`config.mk`:
```
export PLATFORM = sky130hd
export DESIGN_NAME = s2l_matrix
export DESIGN_NICKNAME = d
export VERILOG_FILES = /design/src/hdl/s2l_pkg.sv /design/src/hdl/s2l_matrix.sv
export SDC_FILE = /design/constraint.sdc
export NUM_CORES = 2
export LEC_CHECK = 0
export BUFFER_PORTS_ARGS = -buffer_cell sky130_fd_sc_hd__clkbuf_2
export CAP_MARGIN = 20
export CORE_ASPECT_RATIO = 1.75
export CORE_MARGIN = 2
export CORE_UTILIZATION = 55
export CTS_CLUSTER_DIAMETER = 60
export DETAILED_ROUTE_END_ITERATION = 12
export PLACE_DENSITY_LB_ADDON = 0.1
export SLEW_MARGIN = 20
export SYNTH_ARGS = -nofsm -noshare
export SYNTH_HDL_FRONTEND = slang
export SYNTH_SLANG_ARGS = --single-unit
```
`constraint.sdc`:
```
create_clock -name clk -period 4.4 [get_ports clk]
set_input_delay 0.66 -clock clk [delete_from_list [all_inputs] [get_ports clk]]
set_output_delay 0.66 -clock clk [all_outputs]
set_load 0.01 [all_outputs]
```
`src/hdl/s2l_pkg.sv`:
```
// Shared types, constants and table builders for the sRGB to CIELAB converter.
package s2l_pkg;

	// One input pixel and one converted result.
	typedef struct packed {
		logic [7:0] red;
		logic [7:0] green;
		logic [7:0] blue;
	} pixel_t;

	typedef struct packed {
		logic        [14:0] lightness;
		logic signed [15:0] green_red_axis;
		logic signed [15:0] blue_yellow_axis;
	} lab_t;

	// Unsigned Q1.16 values and Q0.20 matrix coefficients.
	typedef logic [16:0] q16_t;
	typedef logic [19:0] coef_t;
	typedef q16_t gamma_tab_t [256];

	// Number of clock edges from an accepted request to its result strobe.
	localparam int unsigned PIPE_LATENCY = 8;

	localparam q16_t DARK_LIMIT = 17'd580;
	localparam q16_t LIN_OFFSET = 17'd9039;

	// RGB to XYZ matrix, rows already divided by the D65 white point.
	localparam coef_t COEF_X [3] = '{20'd455026, 20'd394489, 20'd199046};
	localparam coef_t COEF_Y [3] = '{20'd223002, 20'd749899, 20'd75675};
	localparam coef_t COEF_Z [3] = '{20'd18619, 20'd114786, 20'd915097};

	// Fifth power in Q1.31 with truncating products.
	function automatic logic [63:0] pow5_q31(input logic [63:0] r);
		logic [63:0] r2;
		logic [63:0] r4;
		r2 = (r * r) >> 31;
		r4 = (r2 * r2) >> 31;
		return (r4 * r) >> 31;
	endfunction

	// Inverse sRGB gamma of one 8-bit code, rounded to Q1.16.
	function automatic q16_t gamma_entry(input int unsigned c);
		logic [63:0] num;
		logic [63:0] u;
		logic [63:0] s;
		logic [63:0] lo;
		logic [63:0] hi;
		logic [63:0] mid;
		logic [63:0] g;
		if (c * 100000 <= 1031475) begin
			return q16_t'((64'(c) * 64'd1310720 + 64'd32946) / 64'd65892);
		end
		num = 64'(c) * 64'd1000 + 64'd14025;
		u = ((num << 31) + 64'd134512) / 64'd269025;
		s = (u * u + (64'd1 << 30)) >> 31;
		lo = 64'd0;
		hi = 64'd1 << 31;
		// Binary search for the fifth root of u squared.
		while (lo < hi) begin
			mid = (lo + hi + 64'd1) >> 1;
			if (pow5_q31(mid) <= s) lo = mid;
			else hi = mid - 64'd1;
		end
		g = (s * lo) >> 31;
		return q16_t'((g + (64'd1 << 14)) >> 15);
	endfunction

	function automatic gamma_tab_t build_gamma_tab();
		gamma_tab_t tab;
		for (int unsigned c = 0; c < 256; c++) begin
			tab[c] = gamma_entry(c);
		end
		return tab;
	endfunction

	localparam gamma_tab_t GAMMA_TAB = build_gamma_tab();

endpackage

```
`src/hdl/s2l_matrix.sv`:
```
// Stages 2 and 3: linear RGB to white-normalized XYZ.
module s2l_matrix (
	input  logic          clk,
	input  logic          arst_n,
	input  logic          v_s1,
	input  s2l_pkg::q16_t red_s1,
	input  s2l_pkg::q16_t green_s1,
	input  s2l_pkg::q16_t blue_s1,
	output logic          v_s3,
	output s2l_pkg::q16_t x_s3,
	output s2l_pkg::q16_t y_s3,
	output s2l_pkg::q16_t z_s3
);
	import s2l_pkg::*;

	logic        v_s2;
	logic [36:0] px_s2 [3];
	logic [36:0] py_s2 [3];
	logic [36:0] pz_s2 [3];
	logic [38:0] sx;
	logic [38:0] sy;
	logic [38:0] sz;

	always_ff @(posedge clk or negedge arst_n) begin
		if (!arst_n) begin
			v_s2 <= 1'b0;
			v_s3 <= 1'b0;
		end else begin
			v_s2 <= v_s1;
			v_s3 <= v_s2;
		end
	end

	// Nine products, one per coefficient.
	always_ff @(posedge clk) begin
		px_s2[0] <= red_s1 * COEF_X[0];
		px_s2[1] <= green_s1 * COEF_X[1];
		px_s2[2] <= blue_s1 * COEF_X[2];
		py_s2[0] <= red_s1 * COEF_Y[0];
		py_s2[1] <= green_s1 * COEF_Y[1];
		py_s2[2] <= blue_s1 * COEF_Y[2];
		pz_s2[0] <= red_s1 * COEF_Z[0];
		pz_s2[1] <= green_s1 * COEF_Z[1];
		pz_s2[2] <= blue_s1 * COEF_Z[2];
	end

	// Row sums rounded half up back to Q1.16.
	always_comb begin
		sx = 39'(px_s2[0]) + 39'(px_s2[1]) + 39'(px_s2[2]) + 39'(1 << 19);
		sy = 39'(py_s2[0]) + 39'(py_s2[1]) + 39'(py_s2[2]) + 39'(1 << 19);
		sz = 39'(pz_s2[0]) + 39'(pz_s2[1]) + 39'(pz_s2[2]) + 39'(1 << 19);
	end

	always_ff @(posedge clk) begin
		x_s3 <= sx[36:20];
		y_s3 <= sy[36:20];
		z_s3 <= sz[36:20];
	end
endmodule

```
==> reports/results.ini <==
[run_status]
status = complete, but fails checks
violations = setup timing

[floorplanning]
fp.dieW_um = 249.7
start_util_pct = 55.47
std_cell_rows = 157
coreArea_mm2 = 0.1047
dieArea_mm2 = 0.1083
io_pins = 106
die_h_um = 433.9

[clock_tree]
htree_levels = 2
worstSkewPairLatency_ns = 0.62
cts-root-buf = clkbuf_16
cts_tree = done
cts_num_sinks = 354
cts.clk_slew.worst_paths_ns = 0.07
cts_buffers = 42
ctsLongestPathBuffers = 3

[cells_and_area]
n_fill_cell = 7215
fin_nets = 9591
final_cell_mix = inv_1 (1243), buf_4 (1214), ha_1 (1145)
regArea_mm2 = 0.007097
drive_above_1_share_pct = 34.85
layout_commonest_cell = inv_1
multi_input_area_mm2 = 0.05145
area_growth_pct = 37.94

[detailed_routing]
ant_nets = 0
vias = 46950
dr.pass1.iters = 6
vias_per_cell = 5.407
wl_met1_um = 67300
drt-total-wl_um = 210300
drc = 0
dr_wl_met2_um = 106200
top_layer = met5
route.met3.wl_um = 8293
wl_per_cell_um = 24.22
drtIter0Drc = 2094

[synth]
synth-seq-area-share_pct = 12.22
synth_fa_ha_area_share_pct = 60.35
synthSimpleGateAreaFrac_pct = 4.823
synth_compound_area_share_pct = 8.780
synth-seq-cells = 354
synth_area_mm2 = 0.05808
synth.area.top_cells = fa_1 (31%), ha_1 (29%), dfxtp_1 (12%)
synth_cell_types = 72
synth_cells = 5692
synthArstFlopShare_pct = 0.5650
synth_edf_count = 0
synth_flop_cell = dfxtp_1
synth.avg_cell_area_um2 = 10.20
syn_nets = 8007
synth_area_leader_cell = fa_1
synth_top_family_by_area = adder cells
yosys.area_share.xor_xnor_pct = 4.569
synth_top_area_share_pct = 31.05
yosys_warnings = 0
synth_mux_area_share_pct = 0.06893

[global_routing]
grt_max_degree = 17
track_usage_pct = 39.20
grt_antenna_before_repair = 15
grt_pass1_vias = 52510
grt_pass1_wl_um = 308800
grt-ovfl-total = 0

[timing]
rsz0062_at_grt = yes
clock_skew_ns = 0.02651
tns_ns = -120.97
setup_viol = 189
maxSlewViolCount = 0
worst_pin_slew_ns = 0.7852
finalHoldViolCount = 0
finalCritPeriodShare_pct = 126.5
period_needed_ns = 5.565
setup_slack_ns = -1.165
fmaxAchievable_mhz = 179.7
slew-limit-headroom_pct = 47.28
hold_slack_ns = 0.1737

[worst_setup_path]
path_buf_inv = 8
critPathSlowestCell = fa_2
crit_fanout = 3
cp-start-kind = primary input
critPathKind = in2reg
cpLargestDelayFamily = adder cells
crit_path_end_kind = flop
cp_cell_sequence = clkbuf_16 -> clkinvlp_4 -> fa_2 -> inv_2 -> fa_1 -> fa_1 -> fa_1 -> fa_1 -> inv_2 -> fa_1 -> inv_2 -> ha_4 -> a21o_1 -> a21oi_4 -> buf_4 -> buf_4 -> a31oi_4 -> nand2_2 -> o21ai_4 -> o31ai_4 -> buf_4 -> o211ai_1 -> o211ai_1 -> xnor2_1
crit_required_ns = 4.91
cp_common_cell = fa_1
slowest_delay_ns = 0.57
arrival_ns = 6.08

[hold_path]
hold_path.class = in2reg

[placed_design]
io_buffers = 105
dp_slack_ns = -2.104
gp_congestion = 1.024
dp_hpwl_um = 179400

[flow_run]
drv_cap = 0

## cell families after synthesis
family / count (synthesis)
simple gates: 560
fa+ha+maj: 2261
flops: 354
mux: 4
xor+xnor: 303
compound gates: 790
buf+inv: 1420
## path summary, 6_finish.rpt
path | from | end | slack, ns | cells after the start
worst max-delay path | blue_s1[6] | pz_s2[0][107] | -1.16 | 24
worst min-delay path | v_s1 | v_s2 | 0.17 | 1
worst max register to register | pz_s2[0][7] | z_s3[16] | 0.02 | 13
worst min register to register | v_s2 | v_s3 | 0.37 | 0
max in group asynchronous | arst_n | v_s3 | 3.94 | 2
min in group asynchronous | arst_n | v_s2 | 0.36 | 2
## state kept, by name, summed over array words and instances, names as in the netlist
signal and count:
pz_s2 97, v_s2 1, px_s2 105, x_s3 17, z_s3 17, v_s3 1, y_s3 17, py_s2 99
## per-layer routing
metal / vias up / track usage (%)
li1: 21610 / -
met4: 2 / 43.20
met5: - / 0
met3: 825 / 4.436
met1: 23210 / 37.15
met2: 1305 / 70.22
## through the flow
stage	instances	area (um2)	utilization, %
after floorplan	5692	60220	-
final	8684	80120	76.52
after global placement	8387	71930	68.70
after CTS	8618	78560	75.03
after global routing	8680	80110	76.51
after detailed placement	8387	71930	68.70
## timing repair
| item | in CTS | in global routing |
|---|---|---|
| setup endpoints to repair | 197 | 203 |
| pin swaps | 432 | 361 |
| setup buffers | 190 | 89 |
| gates resized for setup | 791 | 298 |
| hold buffers | 1 | 0 |
| gates cloned | 0 | 0 |
| endpoints found under the hold margin | 2 | 0 |
## synthesized netlist by cell type, drive strengths merged, types with 5 or more instances
cell type	instances
inv	1413
ha	1360
fa	901
dfxtp	352
a21oi	261
xnor2	213
a21o	152
nor2	152
o21ai	122
nand2	113
xor2	90
nand3	57
o21bai	44
nand2b	40
nor3	34
o21a	34
and3	33
nor2b	33
nand4	26
o211ai	22
a31oi	21
a211oi	20
o31ai	13
and2	11
or2	11
nand3b	10
or3	10
a21boi	8
nor4	8
o22ai	8
a311oi	7
a31o	7
a41oi	7
o2111ai	7
a211o	6
a22oi	6
nor4b	6
o31a	6
a2111oi	5
and4	5
clkbuf	5
## layout make-up
| class | instances | area share, % |
|---|---|---|
| multi-input combinational | 3918 | 64.21 |
| timing repair buffer | 1547 | 16.13 |
| inverter | 1413 | 6.746 |
| sequential | 354 | 8.858 |
| antenna | 25 | 0.07808 |
| clock inverter | 25 | 0.4060 |
| clock buffer | 51 | 1.455 |
| tap | 1351 | 2.110 |
Power is not shown: default switching activity piles up to over one toggle a cycle in this logic, so the estimate is an artifact.
