### src/hdl/s2l_pkg.sv
// Shared types, constants and table builders for the sRGB to CIELAB converter.
package s2l_pkg;

	// One input pixel and one converted result.
	typedef struct packed {
		logic [7:0] red;
		logic [7:0] green;
		logic [7:0] blue;
	} pixel_t;

	typedef struct packed {
		logic        [14:0] lightness;
		logic signed [15:0] green_red_axis;
		logic signed [15:0] blue_yellow_axis;
	} lab_t;

	// Unsigned Q1.16 values and Q0.20 matrix coefficients.
	typedef logic [16:0] q16_t;
	typedef logic [19:0] coef_t;
	typedef q16_t gamma_tab_t [256];

	// Number of clock edges from an accepted request to its result strobe.
	localparam int unsigned PIPE_LATENCY = 8;

	localparam q16_t DARK_LIMIT = 17'd580;
	localparam q16_t LIN_OFFSET = 17'd9039;

	// RGB to XYZ matrix, rows already divided by the D65 white point.
	localparam coef_t COEF_X [3] = '{20'd455026, 20'd394489, 20'd199046};
	localparam coef_t COEF_Y [3] = '{20'd223002, 20'd749899, 20'd75675};
	localparam coef_t COEF_Z [3] = '{20'd18619, 20'd114786, 20'd915097};

	// Fifth power in Q1.31 with truncating products.
	function automatic logic [63:0] pow5_q31(input logic [63:0] r);
		logic [63:0] r2;
		logic [63:0] r4;
		r2 = (r * r) >> 31;
		r4 = (r2 * r2) >> 31;
		return (r4 * r) >> 31;
	endfunction

	// Inverse sRGB gamma of one 8-bit code, rounded to Q1.16.
	function automatic q16_t gamma_entry(input int unsigned c);
		logic [63:0] num;
		logic [63:0] u;
		logic [63:0] s;
		logic [63:0] lo;
		logic [63:0] hi;
		logic [63:0] mid;
		logic [63:0] g;
		if (c * 100000 <= 1031475) begin
			return q16_t'((64'(c) * 64'd1310720 + 64'd32946) / 64'd65892);
		end
		num = 64'(c) * 64'd1000 + 64'd14025;
		u = ((num << 31) + 64'd134512) / 64'd269025;
		s = (u * u + (64'd1 << 30)) >> 31;
		lo = 64'd0;
		hi = 64'd1 << 31;
		// Binary search for the fifth root of u squared.
		while (lo < hi) begin
			mid = (lo + hi + 64'd1) >> 1;
			if (pow5_q31(mid) <= s) lo = mid;
			else hi = mid - 64'd1;
		end
		g = (s * lo) >> 31;
		return q16_t'((g + (64'd1 << 14)) >> 15);
	endfunction

	function automatic gamma_tab_t build_gamma_tab();
		gamma_tab_t tab;
		for (int unsigned c = 0; c < 256; c++) begin
			tab[c] = gamma_entry(c);
		end
		return tab;
	endfunction

	localparam gamma_tab_t GAMMA_TAB = build_gamma_tab();

endpackage

### src/hdl/s2l_output.sv
// Stages 7 and 8: L, a and b assembly, output rounding and saturation.
module s2l_output #(
	parameter int OUT_FRAC_BITS = 8
) (
	input  logic          clk,
	input  logic          arst_n,
	input  logic          v_s6,
	input  s2l_pkg::q16_t fx_s6,
	input  s2l_pkg::q16_t fy_s6,
	input  s2l_pkg::q16_t fz_s6,
	input  logic          dark_s6,
	input  logic [19:0]   ldark_s6,
	output logic          done,
	output s2l_pkg::lab_t lab
);
	import s2l_pkg::*;

	localparam int SH = 16 - OUT_FRAC_BITS;
	localparam logic [27:0] HALF = 28'(1) << (SH - 1);

	logic               v_s7;
	logic signed [27:0] l_s7;
	logic signed [27:0] a_s7;
	logic signed [27:0] b_s7;
	logic signed [17:0] dxy;
	logic signed [17:0] dyz;
	logic signed [27:0] l_r;
	logic signed [27:0] a_r;
	logic signed [27:0] b_r;

	// Symmetric rounding from 16 fraction bits to the output fraction.
	function automatic logic signed [27:0] round_out(input logic signed [27:0] v);
		logic [27:0] mag;
		logic [27:0] rm;
		mag = v[27] ? 28'(-v) : 28'(v);
		rm  = (mag + HALF) >> SH;
		return v[27] ? -$signed(rm) : $signed(rm);
	endfunction

	function automatic logic signed [15:0] sat16(input logic signed [27:0] v);
		if (v > 28'sd32767) return 16'sh7fff;
		if (v < -28'sd32768) return 16'sh8000;
		return v[15:0];
	endfunction

	always_ff @(posedge clk or negedge arst_n) begin
		if (!arst_n) begin
			v_s7 <= 1'b0;
			done <= 1'b0;
		end else begin
			v_s7 <= v_s6;
			done <= v_s7;
		end
	end

	// Scaled L, a and b in 16 fraction bits.
	always_comb begin
		dxy = $signed({1'b0, fx_s6}) - $signed({1'b0, fy_s6});
		dyz = $signed({1'b0, fy_s6}) - $signed({1'b0, fz_s6});
	end

	always_ff @(posedge clk) begin
		l_s7 <= dark_s6 ? $signed(28'(ldark_s6))
			: $signed(28'(fy_s6)) * 28'sd116 - 28'sd1048576;
		a_s7 <= 28'(dxy) * 28'sd500;
		b_s7 <= 28'(dyz) * 28'sd200;
	end

	always_comb begin
		l_r = round_out(l_s7);
		a_r = round_out(a_s7);
		b_r = round_out(b_s7);
	end

	// L is clamped to its unsigned field, a and b to 16-bit two's complement.
	always_ff @(posedge clk) begin
		if (l_r < 28'sd0) lab.lightness <= 15'd0;
		else if (l_r > 28'sd32767) lab.lightness <= 15'h7fff;
		else lab.lightness <= l_r[14:0];
		lab.green_red_axis   <= sat16(a_r);
		lab.blue_yellow_axis <= sat16(b_r);
	end
endmodule

### config.mk
export PLATFORM = sky130hd
export DESIGN_NAME = s2l_output
export DESIGN_NICKNAME = d
export VERILOG_FILES = /design/src/hdl/s2l_pkg.sv /design/src/hdl/s2l_output.sv
export SDC_FILE = /design/constraint.sdc
export NUM_CORES = 1
export LEC_CHECK = 0
export BUFFER_PORTS_ARGS = -buffer_cell sky130_fd_sc_hd__buf_2
export CAP_MARGIN = 20
export CORE_ASPECT_RATIO = 1.5
export CORE_MARGIN = 2
export CORE_UTILIZATION = 55
export DETAILED_ROUTE_END_ITERATION = 12
export PLACE_DENSITY = 0.73
export SKIP_CTS_REPAIR_TIMING = 1
export SLEW_MARGIN = 5
export SYNTH_ARGS = -nofsm -noshare
export SYNTH_HDL_FRONTEND = slang
export SYNTH_SLANG_ARGS = --single-unit
### constraint.sdc
create_clock -name clk -period 9.9 [get_ports clk]
set_clock_uncertainty 0.05 [all_clocks]
set_input_delay 0.495 -clock clk [delete_from_list [all_inputs] [get_ports clk]]
set_output_delay 0.495 -clock clk [all_outputs]
set_load 0.01 [all_outputs]
==> flow_metrics.py <==
metrics = {
    "run_status": {
        "outcome": "finished, final reports clean",
    },
    "final_layout": {
        "final.fill_count": 2775,
        "final_nets": 2522,
        "synthToLayoutAreaGrowth_pct": 9.44,
        "final_layout_size_suffix_gt1_share_pct": 10.2,
    },
    "global_route": {
        "antenna_found_initial": 0,
        "grt_max_degree": 52,
        "grt_pass1_vias": 14190,
        "grt-ovfl-total": 0,
        "grt_use_total_pct": 24.0,
        "grt_pass1_wl_mm": 64.1,
    },
    "critical_path": {
        "crit_type": "in -> reg",
        "crit_arrival_ns": 7.92,
        "critPathMaxStageDelay_ns": 0.57,
        "critical_path_required_ns": 10.16,
        "end_kind": "register",
        "cp_common_cell": "o21ai_0",
        "start_kind": "input pin",
        "crit_path_max_fanout": 7,
        "cp_slowest_cell": "xnor2_1",
    },
    "die": {
        "die_area_mm2": 0.0317,
        "core_area_mm2": 0.0301,
        "die_h_um": 217,
        "fp.dieW_um": 146,
        "io_pins": 123,
        "initial_core_util_pct": 55.5,
        "rows": 78,
    },
    "placed_design": {
        "place.detailed.hpwl_mm": 30.9,
        "place.gp.congestion": 0.904,
        "port_buffers": 122,
    },
    "timing": {
        "tns_ns": 0,
        "max_slew_margin_pct": 31.4,
        "worstMarginPinSlew_ns": 1.03,
        "rsz0062_at_grt": "no",
        "slew_viol_final": 0,
        "finalSetupViolations": 0,
        "fmaxAchievable_ghz": 0.131,
        "final.min_clock_period_ns": 7.66,
        "post-route-period-util_pct": 77.4,
        "hold_viol": 0,
    },
    "clock_network": {
        "cts_buffers": 17,
        "cts.clk_slew.worst_paths_ns": 0.06,
        "htree_levels": 4,
        "clk_path_buf_depth": 2,
        "cts.sinks": 124,
        "cts_tree": "yes",
        "insertion_delay_ns": 0.43,
        "cts-root-buf": "clkbuf_16",
    },
    "logic_synthesis": {
        "synth_common_cells": "inv_1 (340), ha_1 (204), xnor2_1 (139)",
        "syn_inst": 2043,
        "ys_warn_count": 0,
        "ys_async_sr_fraction_pct": 1.61,
        "synth_edf_count": 0,
        "synthTopCellsByArea": "ha_1 (15%), dfxtp_1 (15%), fa_1 (13%)",
        "syn_area_per_cell_um2": 8.16,
        "synth_largest_area_cell": "ha_1",
        "synth_cell_types": 95,
        "ys_ff_latch": 124,
        "syn-num-nets": 2433,
        "syn-cell-area_mm2": 0.0167,
        "ys.flop_type": "dfxtp_1",
        "synth.yosys.seq_area_share_pct": 15.0,
        "yosys.area.top_type_share_pct": 15.3,
        "synth.most_common_cell": "inv_1",
    },
    "detailed_routing": {
        "drc": 0,
        "drt-pass1-iter-count": 5,
        "vias": 14142,
        "routed_wirelength_mm": 37.1,
        "drt_iter0_markers": 656,
        "avgRoutedWirePerCell_um": 14.6,
        "via_per_inst": 5.55,
        "final_antenna_net_count": 0,
    },
    "flow_run": {
        "maxCapViolations": 0,
    },
    "hold_path": {
        "min-delay-path-class": "in -> reg",
    },
}
-- cell type report --
type	count	area [um2]	area share [%]
Sequential cell	124	2490	13.7
Clock buffer	17	425	2.33
Multi-Input combinational cell	1522	12700	69.4
Timing Repair Buffer	127	648	3.55
Antenna cell	1	2.50	0.0137
Inverter	340	1280	7.00
Tap cell	400	500	2.74
Clock inverter	15	234	1.28
-- placed cells by master (no fill, tap or decap), types with 103 or more instances in the layout --
cell and instances:
ha_1 204, dfxtp_1 122, a21oi_1 114, nand2_1 128, buf_2 122, nor2_1 110, fa_1 111, o21ai_0 103
xnor2_1 139, inv_1 340
-- registers in the layout (all words and copies together), names as in the netlist --
signal / cells
done: 1
a_s7: 26
l_s7: 25
lab: 47
v_s7: 1
b_s7: 24
-- critical path: cells and delay by family --
| family | cells | cell delay (ns) |
|---|---|---|
| fa+ha+maj | 7 | 2.89 |
| compound gates | 11 | 2.31 |
| simple gates | 4 | 1.06 |
| xor+xnor | 2 | 0.72 |
| buf+inv | 5 | 0.45 |
-- metal layers --
layer | track usage, % | share of wire (%) | vias to the layer above
li1 | - | - | 7159
met1 | 28.0 | 42 | 6604
met2 | 45.1 | 52 | 323
met3 | 3.17 | 3.9 | 56
met4 | 8.19 | 2.2 | 0
met5 | 0 | 0 | -
-- path summary, 6_finish.rpt --
check | start | endpoint | slack [ns] | depth (start not counted)
min in group asynchronous | arst_n | done | 0.33 | 2
min | v_s6 | v_s7 | 0.13 | 1
min reg2reg | v_s7 | done | 0.32 | 0
max in group asynchronous | arst_n | v_s7 | 9.38 | 2
max reg2reg | a_s7[27] | lab[17] | 4.04 | 16
max | fy_s6[0] | a_s7[27] | 2.24 | 29
-- metrics by stage --
step	instance area, um2	utilization [%]	hold slack [ns]	worst slack (ns)	std cells
detailed placement	17600	58.4	0.234	1.86	2511
global placement	17600	58.4	0.228	2.09	2511
global route	18200	60.7	0.106	1.58	2545
floorplan	16700	-	0.149	2.87	2043
finish	18200	60.7	0.126	2.24	2546
CTS	18200	60.6	-0.232	2.29	2543
-- kinds of logic after synthesis --
kind of cell,synth area share (%)
buffers and inverters,9.08
adders and majority gates,28.8
xor gates and xnor gates,10.6
and+or+nand+nor,16.2
DFF,15.0
muxes,1.26
AOI/OAI and AO/OA,19.0
other,0.0225
Power is not shown: default switching activity piles up to over one toggle a cycle in this logic, so the estimate is an artifact.
